<file path="src/hdl/wsfb_pkg.sv">
// Shared types and constants of the weather sensor frame builder.
// No dependencies; imported by every module of the block.
`timescale 1ns / 1ps
`default_nettype none
package wsfb_pkg;

  // Configuration register indexes.
  localparam logic [3:0] CFG_CHANNEL = 4'd0;
  localparam logic [3:0] CFG_ROLLING = 4'd1;

  // Saturation limits and reciprocals for the digit split.
  localparam logic [9:0] MAG_MAX  = 10'd999;
  localparam logic [6:0] HUM_MAX  = 7'd99;
  localparam logic [5:0] RECIP100 = 6'd41;   // x * 41 >> 12 == x / 100 for x < 1000
  localparam logic [7:0] RECIP10  = 8'd205;  // x * 205 >> 11 == x / 10 for x < 100

  // Fixed frame content.
  localparam logic [7:0] PREAMBLE  = 8'hFF;
  localparam logic [7:0] SYNC_ID   = 8'hAF;
  localparam logic [7:0] SENSOR_ID = 8'h82;
  localparam logic [3:0] ID_LOW    = 4'h4;
  localparam logic [3:0] BATT_FLAG = 4'h8;
  localparam logic [3:0] NEG_FLAG  = 4'h8;

  // Nibbles that never change: low nibble of the sync byte, both of the sensor
  // id byte, the id nibble of byte five and the battery flag.
  localparam logic [7:0] CHK_BASE = 8'h0F + 8'h08 + 8'h02 + 8'h04 + 8'h08;

  localparam logic [3:0] LAST_IDX = 4'd11;

  typedef struct packed {
    logic       neg;
    logic [3:0] t_hund;
    logic [3:0] t_tens;
    logic [3:0] t_ones;
    logic [3:0] h_tens;
    logic [3:0] h_ones;
  } wsfb_digits_t;

  typedef struct packed {
    wsfb_digits_t dig;
    logic [7:0]   chk;
  } wsfb_frame_t;

endpackage
`default_nettype wire

</file>
<file path="src/hdl/wsfb_bcd.sv">
// Three-stage front end: sign and saturation, then BCD digit split.
// Depends on wsfb_pkg.
`timescale 1ns / 1ps
`default_nettype none
module wsfb_bcd import wsfb_pkg::*; (
  input  wire logic                clk_i,
  input  wire logic                rst_ni,
  input  wire logic                in_valid_i,
  output      logic                in_stall_o,
  input  wire logic signed [10:0]  temperature_tenths_i,
  input  wire logic [6:0]          humidity_i,
  output      logic                dig_valid_o,
  input  wire logic                dig_stall_i,
  output      wsfb_digits_t        dig_o
);

  logic v1_q, v2_q, v3_q;
  logic rdy1, rdy2, rdy3;

  // Stage 1 payload.
  logic       neg1_q;
  logic [9:0] mag1_q, mag1_d;
  logic [6:0] hum1_q, hum1_d;
  logic [10:0] abs_v;

  // Stage 2 payload.
  logic       neg2_q;
  logic [3:0] hund2_q, hund2_d;
  logic [6:0] rem2_q, rem2_d;
  logic [3:0] htens2_q, htens2_d;
  logic [3:0] hones2_q, hones2_d;
  logic [15:0] prod100;
  logic [14:0] prodh;

  // Stage 3 payload.
  wsfb_digits_t dig3_q, dig3_d;
  logic [14:0] prodt;

  assign rdy3 = !v3_q || !dig_stall_i;
  assign rdy2 = !v2_q || rdy3;
  assign rdy1 = !v1_q || rdy2;
  assign in_stall_o = !rdy1;

  always_comb begin
    abs_v = temperature_tenths_i[10] ? (~temperature_tenths_i + 11'd1)
                                     : temperature_tenths_i;
    mag1_d = (abs_v > {1'b0, MAG_MAX}) ? MAG_MAX : abs_v[9:0];
    hum1_d = (humidity_i > HUM_MAX) ? HUM_MAX : humidity_i;
  end

  always_comb begin
    prod100  = {6'd0, mag1_q} * {10'd0, RECIP100};
    hund2_d  = prod100[15:12];
    rem2_d   = 7'(mag1_q - 10'(hund2_d) * 10'd100);
    prodh    = {8'd0, hum1_q} * {7'd0, RECIP10};
    htens2_d = prodh[14:11];
    hones2_d = 4'(hum1_q - 7'(htens2_d) * 7'd10);
  end

  always_comb begin
    prodt         = {8'd0, rem2_q} * {7'd0, RECIP10};
    dig3_d.neg    = neg2_q;
    dig3_d.t_hund = hund2_q;
    dig3_d.t_tens = prodt[14:11];
    dig3_d.t_ones = 4'(rem2_q - 7'(prodt[14:11]) * 7'd10);
    dig3_d.h_tens = htens2_q;
    dig3_d.h_ones = hones2_q;
  end

  always_ff @(posedge clk_i or negedge rst_ni) begin
    if (!rst_ni) begin
      v1_q <= 1'b0;
      v2_q <= 1'b0;
      v3_q <= 1'b0;
    end else begin
      if (rdy1) v1_q <= in_valid_i;
      if (rdy2) v2_q <= v1_q;
      if (rdy3) v3_q <= v2_q;
    end
  end

  always_ff @(posedge clk_i) begin
    if (rdy1 && in_valid_i) begin
      neg1_q <= temperature_tenths_i[10];
      mag1_q <= mag1_d;
      hum1_q <= hum1_d;
    end
    if (rdy2 && v1_q) begin
      neg2_q   <= neg1_q;
      hund2_q  <= hund2_d;
      rem2_q   <= rem2_d;
      htens2_q <= htens2_d;
      hones2_q <= hones2_d;
    end
    if (rdy3 && v2_q) begin
      dig3_q <= dig3_d;
    end
  end

  assign dig_valid_o = v3_q;
  assign dig_o       = dig3_q;

endmodule
`default_nettype wire

</file>
<file path="src/hdl/wsfb_chk.sv">
// Checksum stage: nibble sum of the frame from the low sync nibble on, fixed nibbles included, nibble-swapped.
// Depends on wsfb_pkg.
`timescale 1ns / 1ps
`default_nettype none
module wsfb_chk import wsfb_pkg::*; (
  input  wire logic         clk_i,
  input  wire logic         rst_ni,
  input  wire logic [3:0]   channel_i,
  input  wire logic [7:0]   rolling_code_i,
  input  wire logic         dig_valid_i,
  output      logic         dig_stall_o,
  input  wire wsfb_digits_t dig_i,
  output      logic         frm_valid_o,
  input  wire logic         frm_stall_i,
  output      wsfb_frame_t  frm_o
);

  logic        v_q;
  logic        rdy;
  logic [7:0]  sum;
  wsfb_frame_t frm_q, frm_d;

  assign rdy = !v_q || !frm_stall_i;
  assign dig_stall_o = !rdy;

  always_comb begin
    sum = CHK_BASE + {4'd0, channel_i} + {4'd0, rolling_code_i[7:4]}
        + {4'd0, rolling_code_i[3:0]} + {4'd0, dig_i.t_ones}
        + {4'd0, dig_i.t_tens} + {4'd0, dig_i.t_hund}
        + (dig_i.neg ? {4'd0, NEG_FLAG} : 8'd0)
        + {4'd0, dig_i.h_ones} + {4'd0, dig_i.h_tens};
    frm_d.dig = dig_i;
    frm_d.chk = {sum[3:0], sum[7:4]};
  end

  always_ff @(posedge clk_i or negedge rst_ni) begin
    if (!rst_ni) begin
      v_q <= 1'b0;
    end else if (rdy) begin
      v_q <= dig_valid_i;
    end
  end

  always_ff @(posedge clk_i) begin
    if (rdy && dig_valid_i) begin
      frm_q <= frm_d;
    end
  end

  assign frm_valid_o = v_q;
  assign frm_o       = frm_q;

endmodule
`default_nettype wire

</file>
<file path="src/hdl/wsfb_ser.sv">
// Output serializer: holds one finished frame and sends its 12 bytes in order.
// Depends on wsfb_pkg.
`timescale 1ns / 1ps
`default_nettype none
module wsfb_ser import wsfb_pkg::*; (
  input  wire logic        clk_i,
  input  wire logic        rst_ni,
  input  wire logic [3:0]  channel_i,
  input  wire logic [7:0]  rolling_code_i,
  input  wire logic        frm_valid_i,
  output      logic        frm_stall_o,
  input  wire wsfb_frame_t frm_i,
  output      logic        out_valid_o,
  input  wire logic        out_stall_i,
  output      logic [7:0]  frame_byte_o,
  output      logic [3:0]  byte_index_o,
  output      logic        last_o
);

  logic        valid_q, valid_d;
  logic [3:0]  cnt_q, cnt_d;
  wsfb_frame_t frm_q;
  logic        take;
  logic        load;

  // A new frame may load while the last byte of the current one is taken.
  assign take = valid_q && !out_stall_i;
  assign load = !valid_q || (take && (cnt_q == LAST_IDX));
  assign frm_stall_o = !load;

  always_comb begin
    valid_d = valid_q;
    cnt_d   = cnt_q;
    if (load) begin
      valid_d = frm_valid_i;
      cnt_d   = 4'd0;
    end else if (take) begin
      cnt_d = cnt_q + 4'd1;
    end
  end

  always_ff @(posedge clk_i or negedge rst_ni) begin
    if (!rst_ni) begin
      valid_q <= 1'b0;
      cnt_q   <= 4'd0;
    end else begin
      valid_q <= valid_d;
      cnt_q   <= cnt_d;
    end
  end

  always_ff @(posedge clk_i) begin
    if (load && frm_valid_i) begin
      frm_q <= frm_i;
    end
  end

  always_comb begin
    unique case (cnt_q)
      4'd0, 4'd1, 4'd2: frame_byte_o = PREAMBLE;
      4'd3:  frame_byte_o = SYNC_ID;
      4'd4:  frame_byte_o = SENSOR_ID;
      4'd5:  frame_byte_o = {ID_LOW, channel_i};
      4'd6:  frame_byte_o = rolling_code_i;
      4'd7:  frame_byte_o = {BATT_FLAG, frm_q.dig.t_ones};
      4'd8:  frame_byte_o = {frm_q.dig.t_tens, frm_q.dig.t_hund};
      4'd9:  frame_byte_o = {(frm_q.dig.neg ? NEG_FLAG : 4'h0), frm_q.dig.h_ones};
      4'd10: frame_byte_o = {frm_q.dig.h_tens, 4'h0};
      4'd11: frame_byte_o = frm_q.chk;
      default: frame_byte_o = 8'h00;
    endcase
  end

  assign out_valid_o  = valid_q;
  assign byte_index_o = cnt_q;
  assign last_o       = (cnt_q == LAST_IDX);

endmodule
`default_nettype wire

</file>
<file path="src/hdl/weather_sensor_frame_builder.sv">
// Weather sensor frame builder.
// Each reading beat (temperature in signed tenths, humidity in percent) on
// the input channel becomes 12 frame beats on the output channel, in
// transmission order, each with its byte index; last marks the checksum byte.
// Both channels use valid/stall; a beat moves on a clock edge with valid high
// and stall low. The channel and rolling code registers are written through
// the cfg port (index 0 and 1); the user must write them only while no
// frame is in flight, which the block does not enforce. A frame's first
// byte follows its reading through the registers in turn: the accepting
// edge registers sign and saturation, then come the hundreds split, tens
// split, checksum and the output register. Throughput: one byte per cycle
// while out_stall_i is low, set by the single-byte output port; the next
// reading is taken while the current frame is still being sent, and up to
// four readings wait in the pipeline stages.
// Reset clears all valid bits and sets channel and rolling code to 1.
// A stalled output holds its byte and the pipeline stages fill behind it;
// once full, in_stall_o is raised. Nothing is dropped or repeated.
// Depends on wsfb_pkg, wsfb_bcd, wsfb_chk and wsfb_ser.
`timescale 1ns / 1ps
`default_nettype none
module weather_sensor_frame_builder import wsfb_pkg::*; (
  input  wire logic               clk_i,
  input  wire logic               rst_ni,
  input  wire logic               cfg_we_i,
  input  wire logic [3:0]         cfg_index_i,
  input  wire logic [7:0]         cfg_wdata_i,
  input  wire logic               in_valid_i,
  output      logic               in_stall_o,
  input  wire logic signed [10:0] temperature_tenths_i,
  input  wire logic [6:0]         humidity_i,
  output      logic               out_valid_o,
  input  wire logic               out_stall_i,
  output      logic [7:0]         frame_byte_o,
  output      logic [3:0]         byte_index_o,
  output      logic               last_o
);

  logic [3:0]   channel_q;
  logic [7:0]   rolling_code_q;
  logic         dig_valid, dig_stall;
  wsfb_digits_t dig;
  logic         frm_valid, frm_stall;
  wsfb_frame_t  frm;

  always_ff @(posedge clk_i or negedge rst_ni) begin
    if (!rst_ni) begin
      channel_q      <= 4'd1;
      rolling_code_q <= 8'd1;
    end else if (cfg_we_i) begin
      if (cfg_index_i == CFG_CHANNEL) channel_q <= cfg_wdata_i[3:0];
      if (cfg_index_i == CFG_ROLLING) rolling_code_q <= cfg_wdata_i;
    end
  end

  wsfb_bcd u_bcd (
    .clk_i                (clk_i),
    .rst_ni               (rst_ni),
    .in_valid_i           (in_valid_i),
    .in_stall_o           (in_stall_o),
    .temperature_tenths_i (temperature_tenths_i),
    .humidity_i           (humidity_i),
    .dig_valid_o          (dig_valid),
    .dig_stall_i          (dig_stall),
    .dig_o                (dig)
  );

  wsfb_chk u_chk (
    .clk_i          (clk_i),
    .rst_ni         (rst_ni),
    .channel_i      (channel_q),
    .rolling_code_i (rolling_code_q),
    .dig_valid_i    (dig_valid),
    .dig_stall_o    (dig_stall),
    .dig_i          (dig),
    .frm_valid_o    (frm_valid),
    .frm_stall_i    (frm_stall),
    .frm_o          (frm)
  );

  wsfb_ser u_ser (
    .clk_i          (clk_i),
    .rst_ni         (rst_ni),
    .channel_i      (channel_q),
    .rolling_code_i (rolling_code_q),
    .frm_valid_i    (frm_valid),
    .frm_stall_o    (frm_stall),
    .frm_i          (frm),
    .out_valid_o    (out_valid_o),
    .out_stall_i    (out_stall_i),
    .frame_byte_o   (frame_byte_o),
    .byte_index_o   (byte_index_o),
    .last_o         (last_o)
  );

endmodule
`default_nettype wire
</file>
<file path="config.mk">
export PLATFORM = sky130hd
export DESIGN_NAME = weather_sensor_frame_builder
export DESIGN_NICKNAME = d
export VERILOG_FILES = /design/src/hdl/wsfb_pkg.sv /design/src/hdl/wsfb_bcd.sv /design/src/hdl/wsfb_chk.sv /design/src/hdl/wsfb_ser.sv /design/src/hdl/weather_sensor_frame_builder.sv
export SDC_FILE = /design/constraint.sdc
export NUM_CORES = 1
export LEC_CHECK = 0
export ABC_AREA = 1
export BUFFER_PORTS_ARGS = -buffer_cell sky130_fd_sc_hd__buf_2
export CAP_MARGIN = 20
export CORE_MARGIN = 2
export CORE_UTILIZATION = 50
export DETAILED_ROUTE_END_ITERATION = 8
export PLACE_DENSITY = 0.76
export SETUP_SLACK_MARGIN = 0.5
export SKIP_LAST_GASP = 1
export SYNTH_ARGS = -nofsm -noshare
export SYNTH_HDL_FRONTEND = slang
export SYNTH_SLANG_ARGS = --single-unit
</file>
<file path="constraint.sdc">
create_clock -name clk_i -period 4.9 [get_ports clk_i]
set_input_delay 0.735 -clock clk_i [delete_from_list [all_inputs] [get_ports clk_i]]
set_output_delay 0.735 -clock clk_i [all_outputs]
set_load 0.01 [all_outputs]
</file>
==> metrics <==
multi-input logic area=5000 um2; ant diodes=0; post-synthesis cell area=9070 um2; number of vias per cell=5.29; die width=139 um; Tmin final=4.41 ns; Synth cell types=41; drt pass-1 iters=5; Mapped Nets=1059; Ports=50; dpl hpwl=13.2 mm; top_reg_cell synth=edfxtp_1; top area cells in the synthesized netlist=edfxtp_1, ha_1, fa_1; fillers=1353; multiplexer area fraction after synthesis=0.00248; sequential area share after synthesis=0.446; ANT nets after route=0; share of layout cells above drive strength 1=0.244; Critical Path AT=4.59 ns; fin crit share=0.900; wl on met1=7.80 mm; initial core utilization=0.506; CTS H-tree lvls=4; WL met3=764 um; Worst Tran Pin Value=0.849 ns; Setup CP Type=reg2reg; Buf/Inv on CP=3; Clk Latency, worst-skew pair=0.42 ns; unrepaired setup endpoints after global routing=true; Slew headroom=0.432; die height=139 um; delay-heaviest family, CP=adder cells; Crit. Startpoint=u_bcd.rem2_q[4]$_DFFE_PP_; Post-Synth Simple-Gate Area=0.130; core area=17900 um2; final design area excluding fillers=11100 um2; final hold vios=0; clock slew at reported path FFs=0.06 ns; total wire length=19.7 mm; CP Max Fanout=4; Post-synth ARST share=0.152; Post-synth top cells=inv_1, nand2_1, ha_1, edfxtp_1, fa_1; Required @ worst endpoint=5.08 ns; initial antenna violation count=0; Synth Warn #=0; Row Count=49; first-pass GRT wire length=29.8 mm; Reg area=4040 um2; Synth Register Bits=138; Min Hold Slack=0.263 ns; Synth Area in XOR/XNOR=0.0213; total of max-cap violations=0; drt drc=0; Final Max Slew Viols=0; CP Launch Type=flip-flop; critical-path cell list=ha_4, fa_1, ha_1, inv_1, fa_1, inv_2, ha_4, nand2_1, nand2_2, a31oi_4, nand2_2, nand2_2, nand2_2, ha_2, fa_2, xor2_2, nand3_2, nand2_1, nand2_1, nand2_1, inv_1; vias in the first global route=6416; Sink Count=138; launch point of the worst reg-to-reg path=u_bcd.rem2_q[4]$_DFFE_PP_; grt ovf=0; slowest stage delay, CP=0.51 ns; CTS Buf Count=17; fmax=0.227 GHz; count leader, synth=inv_1; TritonCTS clock tree=done; root buffer cell=clkbuf_16; port buffer count=49; global placement routability congestion=0.895; DP Area=9600 um2; Synth Area per Inst=10.7 um2; status=completed; post-DR wirelength/cell=16.4 um; TNS Setup=0 ns; CP max stage cell=edfxtp_1; Post-Route Skew=0.00987 ns; Max Used Layer=met4; Post-synth EDFFs=117; endpoints failing setup=0; nets=1168; DR vias=6358; cell taking the most area after synthesis=edfxtp_1; First DRT Iteration DRCs=333; combinational family with the most area after synthesis=adder cells; WL met2=10.7 mm; Synth top area share=0.387; largest net degree at the start of global routing=30; compound-gate portion of the synthesized area=0.0506; Adder-Cell Fraction of Synth Area=0.278; full die area=19200 um2; worst hold path class=in2async; Layout area overhead=22.8%; Post-Syn Instances=851; R2R setup slack=0.49 ns; all-layer global routing usage=0.194; Clock Path Buffers=2; Setup crit end kind=flip-flop
[placed cells by master (no fill, tap or decap), types with 3 or more instances in the layout]
| cell | count |
|---|---|
| nand2_2 | 17 |
| xnor2_1 | 4 |
| a21o_1 | 3 |
| o21ai_1 | 4 |
| ha_4 | 35 |
| xor2_1 | 14 |
| inv_1 | 159 |
| buf_4 | 45 |
| ha_1 | 89 |
| or2_2 | 5 |
| edfxtp_1 | 117 |
| a221oi_1 | 7 |
| a21oi_2 | 4 |
| fa_2 | 5 |
| clkinv_4 | 6 |
| clkinvlp_4 | 4 |
| nand3_2 | 9 |
| o21bai_1 | 3 |
| dfrtp_1 | 19 |
| nand3_1 | 35 |
| a31oi_1 | 3 |
| inv_2 | 9 |
| nor2_2 | 8 |
| nor2_1 | 38 |
| nand3b_1 | 6 |
| buf_2 | 49 |
| xor2_2 | 4 |
| nor3_1 | 4 |
| nand4_1 | 10 |
| fa_1 | 42 |
| nand2_1 | 130 |
| a21oi_1 | 20 |
| clkbuf_16 | 17 |
| o21ai_0 | 17 |
[repair_timing]
action                     CTS  global route
resized for setup           14            78
hold endpoints to repair     0             0
hold buffers                 0             0
pin swaps                    8            44
buffers inserted            25            19
setup endpoints to repair    4             5
[final timing paths]
path | end | cells past startpoint
worst max-delay path | u_bcd.dig_o[11]$_DFFE_PP_ | 21
worst min-delay path | channel_q[2]$_DFFE_PN0P_ | 1
worst max register to register | u_bcd.dig_o[11]$_DFFE_PP_ | 21
worst min register to register | u_bcd.dig_o[16]$_DFFE_PP_ | 0
max in group asynchronous | channel_q[0]$_DFFE_PN1P_ | 1
min in group clk_i | u_bcd.dig_o[16]$_DFFE_PP_ | 0
[through the flow]
step                worst slack (ns)  utilization  instances
finish                         0.488        0.622       1202
global route                   0.286        0.622       1202
CTS                            0.502        0.585       1183
detailed placement             0.431        0.536       1126
global placement               0.525        0.536       1126
floorplan                      0.659            -        851
[cells by family after synthesis]
logic type	after synthesis
simple gates	268
buf+inv	173
fa+ha+maj	173
flops	138
compound gates	75
xor+xnor	22
mux	2
[per-layer routing]
layer / vias to the layer above / GRT usage
li1: 3056 / -
met1: 3067 / 0.228
met2: 191 / 0.353
met3: 44 / 0.0404
met4: 0 / 0.0670
met5: - / 0
[cell type report]
type                       instances  area share
timing repair buffer              95      0.0534
clock buffer                      18      0.0386
sequential                       138       0.363
multi-input combinational        540       0.449
inverter                         168      0.0566
tap                              229      0.0257
clock inverter                    14      0.0136
[worst register-to-register path, cell delays in order, from the launching register on]
cell	delay, ns
edfxtp_1	0.51
ha_4	0.34
fa_1	0.44
ha_1	0.32
inv_1	0.06
fa_1	0.49
inv_2	0.05
ha_4	0.15
nand2_1	0.07
nand2_2	0.08
a31oi_4	0.20
nand2_2	0.10
nand2_2	0.12
nand2_2	0.08
ha_2	0.18
fa_2	0.35
xor2_2	0.20
nand3_2	0.15
nand2_1	0.09
nand2_1	0.07
nand2_1	0.08
inv_1	0.06
[sequential cells by signal, summed over array words and instances (netlist names)]
signal and cells:
u_ser.frm_q 29, u_ser.out_valid_o 1, u_bcd.neg2_q 1, u_bcd.htens2_q 4
u_bcd.dig_valid_o 1, u_chk.frm_o 29, channel_q 4, u_bcd.neg1_q 1
u_bcd.mag1_q 10, rolling_code_q 8, u_bcd.dig_o 21, u_ser.byte_index_o 4
u_bcd.rem2_q 7, u_bcd.hund2_q 4, u_bcd.hones2_q 4, u_bcd.hum1_q 7
u_bcd.v2_q 1, u_chk.frm_valid_o 1, u_bcd.v1_q 1
Power is left out: the tool's default activity adds up to more than one toggle a clock period on the data nets, which glitch-free logic cannot reach.
